===== src/hw/rtl/ctk_pkg.sv =====
// ---------------------------------------------------------------------------
// ctk_pkg
// Shared types and constants of the countdown timer with keys.
// ---------------------------------------------------------------------------
package ctk_pkg;

    localparam int SW_W      = 8;
    localparam int TENTHS_W  = 4;
    localparam int DIGIT_W   = 4;
    localparam int HUND_W    = 2;
    localparam int LED_W     = 10;
    localparam int KEYS_W    = 3;

    localparam int S_TDATA_W = 16;
    localparam int M_TDATA_W = 32;

    localparam logic [LED_W-1:0]    LED_TICK_BIT  = 10'h200;
    localparam logic [LED_W-1:0]    LED_RUN_BIT   = 10'h100;
    localparam logic [TENTHS_W-1:0] TENTHS_MAX    = 4'd9;

    // x / 10 == (x * 205) >> 11 for x below 1029
    localparam logic [7:0] DIV10_MUL   = 8'd205;
    localparam int         DIV10_SHIFT = 11;

    typedef struct packed {
        logic [SW_W-1:0] switches;
        logic            key_load;
        logic            key_stop;
        logic            key_start;
        logic            tick;
    } t_ctk_item;

    typedef struct packed {
        logic [SW_W-1:0]     seconds;
        logic [TENTHS_W-1:0] tenths;
        logic                running;
        logic [LED_W-1:0]    led;
    } t_ctk_state;

    typedef struct packed {
        logic [SW_W-1:0]     seconds;
        logic [TENTHS_W-1:0] tenths;
    } t_ctk_time;

    typedef struct packed {
        logic [HUND_W-1:0]  hundreds;
        logic [DIGIT_W-1:0] tens;
        logic [DIGIT_W-1:0] units;
        logic [DIGIT_W-1:0] tenths;
    } t_ctk_digits;

endpackage


===== src/hw/rtl/ctk_core.sv =====
// ---------------------------------------------------------------------------
// ctk_core
// Timer state and its update for one polled item: tick step, then key edges.
// ---------------------------------------------------------------------------
module ctk_core
    import ctk_pkg::*;
(
    input  logic       i_clk,
    input  logic       i_rst_n,
    input  logic       i_step,
    input  t_ctk_item  i_item,
    output t_ctk_state o_next
);

    logic [SW_W-1:0]     r_seconds, n_seconds;
    logic [TENTHS_W-1:0] r_tenths,  n_tenths;
    logic                r_running, n_running;
    logic [LED_W-1:0]    r_led,     n_led;
    logic [KEYS_W-1:0]   r_prev_keys, n_prev_keys;

    always_comb begin
        logic [KEYS_W-1:0] rising;
        n_prev_keys = {i_item.key_load, i_item.key_stop, i_item.key_start};
        rising      = n_prev_keys & ~r_prev_keys;
        n_seconds   = r_seconds;
        n_tenths    = r_tenths;
        n_running   = r_running;
        n_led       = r_led;

        if (i_item.tick && r_running) begin
            n_led = n_led ^ LED_TICK_BIT;
            if (n_tenths == '0) begin
                if (n_seconds != '0) begin
                    n_seconds = n_seconds - SW_W'(1);
                    n_tenths  = TENTHS_MAX;
                end
            end else begin
                n_tenths = n_tenths - TENTHS_W'(1);
            end
            if (n_tenths == '0 && n_seconds == '0) begin
                n_running = 1'b0;
                n_led     = n_led & ~LED_RUN_BIT;
            end
        end

        if (rising[0] && (n_seconds != '0 || n_tenths != '0)) begin
            n_running = 1'b1;
            n_led     = n_led | LED_RUN_BIT;
        end
        if (rising[1]) begin
            n_running = 1'b0;
            n_led     = n_led & ~LED_RUN_BIT;
        end
        if (rising[2]) begin
            n_seconds = i_item.switches;
            n_tenths  = '0;
            n_led     = {{(LED_W-SW_W){1'b0}}, i_item.switches};
        end
    end

    always_ff @(posedge i_clk) begin
        if (!i_rst_n) begin
            r_seconds   <= '0;
            r_tenths    <= '0;
            r_running   <= 1'b0;
            r_led       <= '0;
            r_prev_keys <= '0;
        end else if (i_step) begin
            r_seconds   <= n_seconds;
            r_tenths    <= n_tenths;
            r_running   <= n_running;
            r_led       <= n_led;
            r_prev_keys <= n_prev_keys;
        end
    end

    assign o_next = '{seconds: n_seconds, tenths: n_tenths, running: n_running, led: n_led};

endmodule


===== src/hw/rtl/ctk_bcd.sv =====
// ---------------------------------------------------------------------------
// ctk_bcd
// Splits the remaining time into decimal digits by reciprocal multiplies.
// ---------------------------------------------------------------------------
module ctk_bcd
    import ctk_pkg::*;
(
    input  t_ctk_time   i_time,
    output t_ctk_digits o_digits
);

    logic [15:0] prod_lo;
    logic [4:0]  quot_lo;
    logic [12:0] prod_hi;
    logic [1:0]  quot_hi;
    logic [8:0]  lo_times10;
    logic [4:0]  hi_times10;

    always_comb begin
        prod_lo    = 16'(i_time.seconds) * 16'(DIV10_MUL);
        quot_lo    = 5'(prod_lo >> DIV10_SHIFT);
        prod_hi    = 13'(quot_lo) * 13'(DIV10_MUL);
        quot_hi    = 2'(prod_hi >> DIV10_SHIFT);
        lo_times10 = 9'(quot_lo) * 9'd10;
        hi_times10 = 5'(quot_hi) * 5'd10;

        o_digits.tenths   = i_time.tenths;
        o_digits.units    = 4'(9'(i_time.seconds) - lo_times10);
        o_digits.tens     = 4'(quot_lo - hi_times10);
        o_digits.hundreds = quot_hi;
    end

endmodule


===== src/hw/rtl/countdown_timer_with_keys.sv =====
// ---------------------------------------------------------------------------
// countdown_timer_with_keys
// Countdown timer in seconds and tenths driven by a tick flag and three keys.
// ---------------------------------------------------------------------------
// Usage:
//   Slave stream carries one polled input per beat: tick flag, the levels of
//   the start, stop and load keys and the 8-bit switch value.
//   Master stream returns one beat per input beat: the remaining time as four
//   decimal digits, the running flag and the 10-bit LED word.
//   Path: input register, then result register. Throughput: one beat per
//   cycle, sustained while the receiver keeps tready high; the timer state
//   is updated in the same cycle as the result register is loaded.
//   Stalls: when the receiver holds tready low the result stays put and the
//   input register, if empty, still takes one more beat; after that s_tready falls
//   until the result drains. Key edges are taken between accepted beats
//   only, so stalling never creates or loses an edge.
//   Reset: synchronous, active low; time zero, stopped, LEDs dark, all keys
//   seen as released, both registers emptied.
// ---------------------------------------------------------------------------
module countdown_timer_with_keys
    import ctk_pkg::*;
(
    input  logic                 i_clk,
    input  logic                 i_rst_n,
    input  logic                 i_s_tvalid,
    output logic                 o_s_tready,
    // [0] tick, [1] key_start, [2] key_stop, [3] key_load, [11:4] switches
    input  logic [S_TDATA_W-1:0] i_s_tdata,
    output logic                 o_m_tvalid,
    input  logic                 i_m_tready,
    // [3:0] tenths_digit, [7:4] units_digit, [11:8] tens_digit,
    // [13:12] hundreds_digit, [14] is_running, [24:15] led_word
    output logic [M_TDATA_W-1:0] o_m_tdata
);

    localparam int ITEM_W = $bits(t_ctk_item);
    localparam int RES_W  = $bits(t_ctk_digits) + 1 + LED_W;

    logic        r_in_valid;
    t_ctk_item   r_item;
    logic        r_out_valid;
    logic [RES_W-1:0] r_result;

    logic        advance;
    logic        step;
    t_ctk_state  next_state;
    t_ctk_time   remaining;
    t_ctk_digits digits;

    assign advance    = !r_out_valid || i_m_tready;
    assign step       = r_in_valid && advance;
    assign o_s_tready = !r_in_valid || advance;

    always_ff @(posedge i_clk) begin
        if (!i_rst_n) begin
            r_in_valid <= 1'b0;
        end else if (o_s_tready) begin
            r_in_valid <= i_s_tvalid;
        end
    end

    always_ff @(posedge i_clk) begin
        if (o_s_tready && i_s_tvalid) begin
            r_item <= t_ctk_item'(i_s_tdata[ITEM_W-1:0]);
        end
    end

    ctk_core u_core (
        .i_clk   (i_clk),
        .i_rst_n (i_rst_n),
        .i_step  (step),
        .i_item  (r_item),
        .o_next  (next_state)
    );

    assign remaining = '{seconds: next_state.seconds, tenths: next_state.tenths};

    ctk_bcd u_bcd (
        .i_time   (remaining),
        .o_digits (digits)
    );

    always_ff @(posedge i_clk) begin
        if (!i_rst_n) begin
            r_out_valid <= 1'b0;
        end else if (advance) begin
            r_out_valid <= r_in_valid;
        end
    end

    always_ff @(posedge i_clk) begin
        if (step) begin
            r_result <= {next_state.led, next_state.running, digits};
        end
    end

    assign o_m_tvalid = r_out_valid;
    assign o_m_tdata  = {{(M_TDATA_W-RES_W){1'b0}}, r_result};

endmodule


===== config.mk =====
export PLATFORM = sky130hd
export DESIGN_NAME = countdown_timer_with_keys
export DESIGN_NICKNAME = d
export VERILOG_FILES = /design/src/hw/rtl/ctk_pkg.sv /design/src/hw/rtl/ctk_core.sv /design/src/hw/rtl/ctk_bcd.sv /design/src/hw/rtl/countdown_timer_with_keys.sv
export SDC_FILE = /design/constraint.sdc
export NUM_CORES = 1
export LEC_CHECK = 0
export ABC_AREA = 1
export BUFFER_PORTS_ARGS = -buffer_cell sky130_fd_sc_hd__buf_2
export CAP_MARGIN = 5
export CORE_MARGIN = 2
export CORE_UTILIZATION = 45
export CTS_CLUSTER_DIAMETER = 80
export DETAILED_ROUTE_END_ITERATION = 8
export GPL_ROUTABILITY_DRIVEN = 0
export SLEW_MARGIN = 0
export SYNTH_ARGS = -nofsm -noshare
export SYNTH_HDL_FRONTEND = slang
export SYNTH_SLANG_ARGS = --single-unit

===== constraint.sdc =====
create_clock -name i_clk -period 12.05 [get_ports i_clk]
set_input_delay 2.41 -clock i_clk [delete_from_list [all_inputs] [get_ports i_clk]]
set_output_delay 2.41 -clock i_clk [all_outputs]
set_load 0.005 [all_outputs]

After elaboration in Yosys (flattened, before gate mapping):

Index checks and enable logic that the tools add are counted.

* output and inout bits: 34
* flip-flop bits (word level): 65

* reduce and logical (&&, ||, !) cells: 16
* $mul: 4
* add/subtract/negate cells: 4
* mux-type cells: 19
* bitwise logic cells: 3

Operators by type and width (count)
* 8-bit two-way mux: 5
* 9-bit two-way mux: 3
* 10-bit two-way mux: 2
* 4-bit two-way mux: 5
* 8-bit by 8-bit multiplier with 16-bit output (second input constant): 1
* 8-bit nonzero test: 2
* 5-bit by 8-bit multiplier with 13-bit output (second input constant): 1
* 4-bit zero test: 2
* 8-bit zero test: 1
* 4-bit subtractor: 2
* 8-bit by 1-bit subtractor with 8-bit output (second input constant): 1
* 1-bit logical AND: 5
* 5-bit by 3-bit multiplier with 3-bit output (second input constant): 1
* 1-bit two-way mux: 4
* 4-bit nonzero test: 1
* 4-bit by 1-bit subtractor with 4-bit output (second input constant): 1
* 3-bit AND: 1
* 1-bit logical OR: 3
* 2-bit by 3-bit multiplier with 3-bit output (second input constant): 1
* 3-bit inverter: 1
* 1-bit zero test: 2
* 1-bit inverter: 1

Logic depth before layout (Yosys ltp):

Gate-level depths: netlist (run 1).

* depth in word-level cells: 11
* mapped depth: 53
* mapped depth without buffers: 53

Cells and area by module:

A second synthesis (run 1) with hierarchy kept.

* cell total of the unflattened synthesis: 633
* area, all modules: 5063.6 um^2

By module, submodules not included
* ctk_bcd: cells each 259, area each 1963.1 um^2, instances 1
* ctk_core: cells each 316, area each 1838.0 um^2, instances 1
* countdown_timer_with_keys: cells each 58, area each 1262.5 um^2, instances 1

Worst setup path before layout (run 1):

OpenSTA, ideal clock, no wires.

* path type: register -> register
* from: reg u_core.r_tenths[0]
* to: reg r_result[11], data pin
* stages on the path, launching flop included: 51
* library setup time: 253 ps
* arrival time: 8202 ps
* data required time: 11797 ps
* setup slack: 3595 ps
* cell sequence: dfxtp_1 > inv_1 > ha_1 > nand2_4 > nor2_4 > inv_1 > nor2_1 > xor2_1 > nand2_1 > nand2_1 > o21ai_0 > inv_1 > o21ai_0 > inv_1 > ha_1 > inv_1 > fa_1 > inv_1 > (+15 left out) > ha_1 > inv_1 > fa_1 > inv_1 > ha_1 > nand2_1 > o21ai_0 > a221oi_1 > nand3_1 > nand2_1 > ha_1 > inv_1 > fa_1 > nand3b_1 > nand2_1 > inv_1 > nand3_1 > nand2_1

RTL lines
* from (decl): line ctk_core.sv:16 `logic [TENTHS_W-1:0] r_tenths, n_tenths;`
* from (signal assigned): line ctk_core.sv:70 `r_tenths <= n_tenths;`
* to (signal assigned): line countdown_timer_with_keys.sv:93 `r_result <= {next_state.led, next_state.running, digits};`
* to (decl): line countdown_timer_with_keys.sv:42 `logic [RES_W-1:0] r_result;`

==> results of run 1 <==
cell type report:
type	count	area share [%]
repair buffers	44	4.11
clock inverters	7	1.39
multi-input cells	401	51.5
inverters	103	7.09
well taps	140	3.19
clock buffers	9	2.26
flip-flops and latches	65	30.5
worst max-delay path: cells and delay by family (launching register included):
| kind | cells | cell delay [ns] |
|---|---|---|
| adder cells (fa/ha/maj) | 12 | 4.34 |
| AND/OR/NAND/NOR | 14 | 1.58 |
| AO/OA/AOI/OAI | 8 | 2.24 |
| flip-flops | 1 | 0.36 |
| buffers and inverters | 13 | 0.86 |
metal layers:
| metal | GRT usage [%] | vias to the layer above |
|---|---|---|
| met4 | 5.40 | 0 |
| met3 | 3.17 | 8 |
| met2 | 29.2 | 61 |
| li1 | - | 1992 |
| met5 | 0 | - |
| met1 | 24.3 | 1755 |
worst max path at each step:
stage | to | slack (ns) | depth (start not counted)
5_1_grt | r_result[11] | 1.71 | 43
3_5_place_dp | r_result[11] | 2.50 | 50
4_1_cts | r_result[11] | 2.45 | 47
3_3_place_gp | r_result[11] | 2.59 | 50
2_1_floorplan | r_result[11] | 3.59 | 50
6_report | r_result[11] | 2.41 | 47
power by group:
group          switching, mW  internal (mW)  total (mW)
Clock                 0.0913         0.0972       0.189
Sequential           0.00961          0.297       0.307
Combinational          0.660          0.453        1.11
Total                  0.761          0.847        1.61
metrics by stage:
stage / setup slack (ns) / std cells / power [mW] / hold slack [ns]
3_3_place_gp: 2.59 / 753 / 1.38 / 0.484
5_1_grt: 1.71 / 769 / 1.83 / 0.531
4_1_cts: 2.45 / 769 / 1.62 / 0.507
2_1_floorplan: 3.59 / 587 / 1.17 / 0.471
3_5_place_dp: 2.50 / 753 / 1.42 / 0.491
6_report: 2.41 / 769 / 1.61 / 0.504
cells by family (layout without fill, tap and decap cells):
group | after synthesis | count (layout) | share of synthesized area [%]
XOR/XNOR | 12 | 12 | 2.27
other | 1 | 7 | 0.0757
adder cells (fa/ha/maj) | 82 | 82 | 22.7
AND/OR/NAND/NOR | 193 | 193 | 19.5
buffers and inverters | 121 | 163 | 9.74
AO/OA/AOI/OAI | 107 | 107 | 12.0
flip-flops | 65 | 65 | 33.7
cells in the mapped netlist, types with 2 or more instances:
cell      count
inv_1        93
nand2_1      91
ha_1         69
o21ai_0      50
a21oi_1      39
edfxtp_1     37
nor2_1       34
dfxtp_1      28
nand3_1      18
nand2_2      15
fa_1         13
clkbuf_1     11
inv_2         9
nand3_2       8
buf_4         7
xor2_1        6
nand2_4       5
xnor2_1       5
nand4_1       4
nor2_2        4
a211oi_1      3
a21o_1        3
nor3_1        3
o21a_1        3
a31oi_1       2
and3_1        2
nand3b_1      2
nor2_4        2
nor3b_1       2
o21ai_2       2
sequential cells by signal (all words and copies together), names as in the netlist:
name                count
r_result               25
r_item                 12
u_core.r_led           10
u_core.r_seconds        8
u_core.r_tenths         4
u_core.r_prev_keys      3
o_m_tvalid              1
r_in_valid              1
u_core.r_running        1
placed cells by master (no fill, tap or decap), drive strengths merged:
cell type | netlist | routed
a31o | 1 | 1
or2 | 1 | 1
o32ai | 1 | 1
bufinv | 0 | 1
nand4 | 5 | 5
dfxtp | 28 | 28
clkinv | 0 | 1
clkinvlp | 0 | 2
o21a | 3 | 3
a21oi | 39 | 39
nand3 | 27 | 27
nor3 | 3 | 3
inv | 103 | 106
edfxtp | 37 | 37
clkbuf | 11 | 9
a221oi | 1 | 1
a31oi | 2 | 2
ha | 69 | 69
a211oi | 3 | 3
xor2 | 6 | 6
fa | 13 | 13
xnor2 | 6 | 6
o21bai | 1 | 1
conb | 1 | 7
nand3b | 2 | 2
o21ai | 52 | 52
and3 | 2 | 2
a2111oi | 1 | 1
nor3b | 2 | 2
a21o | 3 | 3
nand2 | 111 | 111
nor2 | 40 | 40
buf | 7 | 44
==> impl_results.md, run 1 <==
* Storage cell area at 1670 µm²
* Number of routed nets with antenna violations at 0
* DPL Wire Length at roughly 8000 µm
* Worst path most repeated cell: inv_1
* Hold Path Depth at 2
* TritonCTS Buffers at 9
* Gr ovfl total at 0
* Top_reg_cell synth: edfxtp_1
* Post-Route M1 WL at between 5000 and 6000 µm
* Total power per unit cell area at 293 nW/µm²
* CP max stage cell: a2111oi_0
* Post-DP Area at between 5000 and 6000 µm²
* PostCTS Resize Cnt at 0
* Slew @ Worst Pin at roughly 0.79 ns
* Crit path required time at about 12 ns
* IO Port Bufs at 42
* Skew final at roughly 0.009 ns
* Syn. warnings at 0
* Met2 routed WL at approximately 4600 µm
* Top post-synthesis cells by area: edfxtp_1 22%, ha_1 17%, dfxtp_1 11%, inv_1 7.0%, nand2_1 6.9%
* Crit path launch: u_core.r_tenths[0]
* Post-synthesis cell type count at about 40
* Drt drc at 0
* Core Area at 10800 µm²
* GRT Total Usage at 17.9%
* CP Launch Type: flop
* Pleak at around 2.8 nW
* Worst path arrival time at 9.74 ns
* Post-layout util at between 50% and 60%
* Vias per cell at slightly below 5
* Yosys reg bits at 65
* Final Setup Violations at 0
* Fmax at approximately 100 MHz
* Max Transition Viols Final at 0
* Final wirelength at 10000 µm
* Root buf cell: clkbuf_8
* # Post-CTS Setup Buffers at 0
* Synth Cell Area at ~5000 µm²
* CTS max path bufs at 2
* Post-synth EDFFs at 37
* Initial DRC count at approximately 160
* Met3 WL at between 200 and 300 µm
* Die width at ~110 µm
* Design Area, Final at approximately 5500 µm²
* Post-Syn Instances at around 580
* FF-to-FF End: r_result[11]
* R2R depth at between 40 and 50
* Area grow syn2layout at 10.7%
* Largest net degree at the start of global routing at 46
* Antenna Cells at 0
* Worst relative slew slack at 46.1%
* Slowest stage delay, CP at between 0.6 and 0.7 ns
* Synth top area share at 22.4%
* Hold Crit Start: r_item[2]
* Hold Path End: u_core.r_prev_keys[1]
* Final hold vios at 0
* Multi-input gate area at around 2800 µm²
* Fillers at ~1000
* CTS H-tree lvls at 3
* Asr flop ratio synth at 0%
* Clk sink count at 65
* Critical Path Fanout Max at 7
* Vias at between 3000 and 4000
* Worst-skew pair later-pin latency at between 0.3 and 0.4 ns
* Unrepaired setup endpoints after global routing: no
* Status: finished clean
* Hold-fix buffers, CTS at 0
* Vias in the first global route at ~3700
* Global-route wire length before repair at between 15000 and 20000 µm
* R2R setup slack at 2.41 ns
* I/O pin cnt at between 50 and 60
* Reg2reg start: u_core.r_tenths[0]
* Fin crit share at 80.0%
* Rows at 38
* Worst min-delay path category: flop to flop
* Worst IR drop on VDD at between 150 and 200 µV
* Max cap viols at 0
* Mean Syn Cell Area at roughly 8.5 µm²
* Min Tclk post-route at 9.64 ns
* DR WL/cell at 13.0 µm
* Reg clk slew, reported paths at 0.08 ns
* Area of the die at between 10000 and 15000 µm²
* Top layer in use: met4
* Setup CP Type: flop to flop
* Die Ht at ~110 µm
* Initial Utilization at between 40% and 50%
* CTS tree: built
* Leading area contributor after synthesis: edfxtp_1
* Crit. End Element: flop
* DRT Pass-1 Iters at 4
* Antenna violations before repair at 0
* Final #Nets at ~730
* Seq/Total Area, Yosys at between 30% and 40%
* Setup TNS at 0 ns
* Share of layout cells above drive strength 1 at between 10% and 20%
Note: power is estimated with default switching activity, not from simulation.
==> inputs of run 2 (changes only) <==
Clock period 12.05 ns to 9.18 ns, I/O delays scaled along.
==> run 2 against run 1 <==
  * Utilization up 1.6 points
  * Sequential share of layout area down 0.82 points
  * Critical path depth up 1
  * Combinational power up 39%
  * Maximum frequency up 12%
  * Cell area up 3.1%
  * First-iteration DRC count down 19%
  * Critical path type unchanged
  * Largest cell class unchanged
==> impl_results.md, run 2 (same netlist as run 1, synthesis figures left out) <==
* TritonCTS Buffers at 9 (unchanged)
* Most frequent cells in the layout: 91 x nand2_1, 90 x inv_1, 65 x ha_1, 45 x o21ai_0, 42 x buf_2
* Clk sink count at 65 (unchanged)
* Critical Path Fanout Max at 5 (-2)
* Die width at 109 µm (unchanged)
* Antenna Cells at 0 (unchanged)
* Core Area at 10800 µm² (unchanged)
* Reg with most FFs: r_result
* Slew @ Worst Pin at 0.615 ns (-0.173 ns)
* Storage cell area at 1680 µm² (+0.30%)
* Post-DP Area at 5320 µm² (+0.71%)
* Max Transition Viols Final at 0 (unchanged)
* CTS tree: built
* CP max stage cell: fa_1
* Worst relative slew slack at 58.6% (+12 points)
* Vias per cell at 4.97 (+0.22%)
* Min Tclk post-route at 8.58 ns (-1.06 ns)
* Unrepaired setup endpoints after global routing: no
* IO Port Bufs at 42 (unchanged)
* Rows at 38 (unchanged)
* Vias in the first global route at 3606 (-2.2%)
* CP top delay family: adder cells
* Crit path required time at 9.27 ns (-2.88 ns)
* I/O pin cnt at 54 (unchanged)
* Antenna violations before repair at 0 (unchanged)
* Largest net degree at the start of global routing at 47 (+2.2%)
* DP Worst Slack at 0.180 ns (-2.32 ns)
* CTS H-tree lvls at 3 (unchanged)
* Fillers at 1025 (-2.3%)
* Worst path arrival time at 8.67 ns (-1.07 ns)
* Final Setup Violations at 0 (unchanged)
* Initial DRC count at 131 (-19%)
* GRT Total Usage at 17.7% (-0.19 points)
* Final #Nets at 736 (+1.4%)
* Die Ht at 109 µm (unchanged)
* CP Launch Type: flop
* CP bufs+invs at 14 (+1)
* Design Area, Final at 5650 µm² (+3.1%)
* Initial Utilization at 45.9% (unchanged)
* Total power per unit cell area at 393 nW/µm² (+34%)
* Final non-filler cell total at 779 (+1.3%)
* Drt drc at 0 (unchanged)
* Hold WS at 0.505 ns (+0.00179 ns)
* Slowest stage delay, CP at 0.53 ns (-0.11 ns)
* Share of layout cells above drive strength 1 at 21.1% (+3.2 points)
* Crit. End Element: flop
* Fin crit share at 93.4% (+13 points)
* Number of routed nets with antenna violations at 0 (unchanged)
* Skew final at 0.0142 ns (+0.00523 ns)
* Post-route setup slack at 0.602 ns (-1.81 ns)
* Final hold vios at 0 (unchanged)
* Overall power at 2.22 mW (+38%)
* Post-layout util at 52.4% (+1.6 points)
* Most common cell after layout, fill and taps aside: nand2_1
* Pleak at 2.85 nW (+2.4%)
* Worst IR drop on VDD at 262 µV (+53%)
* Setup CP Type: flop to flop
* Reg clk slew, reported paths at 0.08 ns (about the same)
* Vias at 3874 (+1.5%)
* Area of the die at 11900 µm² (unchanged)
* Post-Place Cells at 758 (+0.66%)
* Worst-skew pair later-pin latency at 0.35 ns (about the same)
* Biggest regs: r_result: 25 flops, r_item: 12 flops, u_core.r_led: 10 flops
* Multi-input gate area at 2890 µm² (+2.3%)
* DR WL/cell at 13.0 µm (about the same)
* DRT Pass-1 Iters at 5 (+1)
* Worst path most repeated cell: inv_1
* Area grow syn2layout at 14.1%
* Largest register FFs at 25 (unchanged)
* DPL Wire Length at 7970 µm (+1.1%)
* Worst min-delay path category: flop to flop
* Setup TNS at 0 ns (unchanged)
* Hold-fix buffers, CTS at 0 (unchanged)
* Gr ovfl total at 0 (unchanged)
* Global-route wire length before repair at 16600 µm (-1.1%)
* CTS max path bufs at 2 (unchanged)
* Fmax at 117 MHz (+12%)
* Status: finished clean
* Max cap viols at 0 (unchanged)
* Final wirelength at 10100 µm (+1.3%)
* Root buf cell: clkbuf_8
## run 2: where the power goes
| group | internal, mW | switching [mW] | total [mW] |
|---|---|---|---|
| clock network | 0.156 | 0.122 | 0.278 |
| logic | 0.648 | 0.895 | 1.54 |
| registers | 0.390 | 0.0126 | 0.403 |
| total | 1.19 | 1.03 | 2.22 |
## run 2: area by class of cell
type                       instances  share of cell area, %
timing repair buffer              54                   5.31
clock inverter                     7                   1.77
clock buffer                       9                   2.19
tap                              140                   3.10
inverter                         103                   6.88
multi-input combinational        401                   51.1
sequential                        65                   29.7
## run 2: worst min-delay path, stage by stage, from the launching register on
cell and delay (ns):
dfxtp_1 0.31, nand2_1 0.08, a31oi_1 0.08
## run 2: worst paths after layout
path                                     startpoint         endpoint  slack [ns]  depth (start not counted)
worst max-delay path            u_core.r_seconds[0]     r_result[11]        0.60                         48
worst min-delay path                u_core.r_led[3]  u_core.r_led[3]        0.51                          2
worst max register to register  u_core.r_seconds[0]     r_result[11]        0.60                         48
worst min register to register      u_core.r_led[3]  u_core.r_led[3]        0.51                          2
## run 2: timing repair
item / 4_1_cts / 5_1_grt
buffers inserted: 0 / 5
endpoints found under the setup margin: 0 / 2
resized for setup: 0 / 20
## run 2: layer usage
layer  track usage, %  vias up  share of wire [%]
li1                 -     2010                  -
met1             25.2     1796                 50
met2             27.9       63                 46
met3             3.41        5                3.1
met4             4.21        0               0.54
met5                0        -                  0
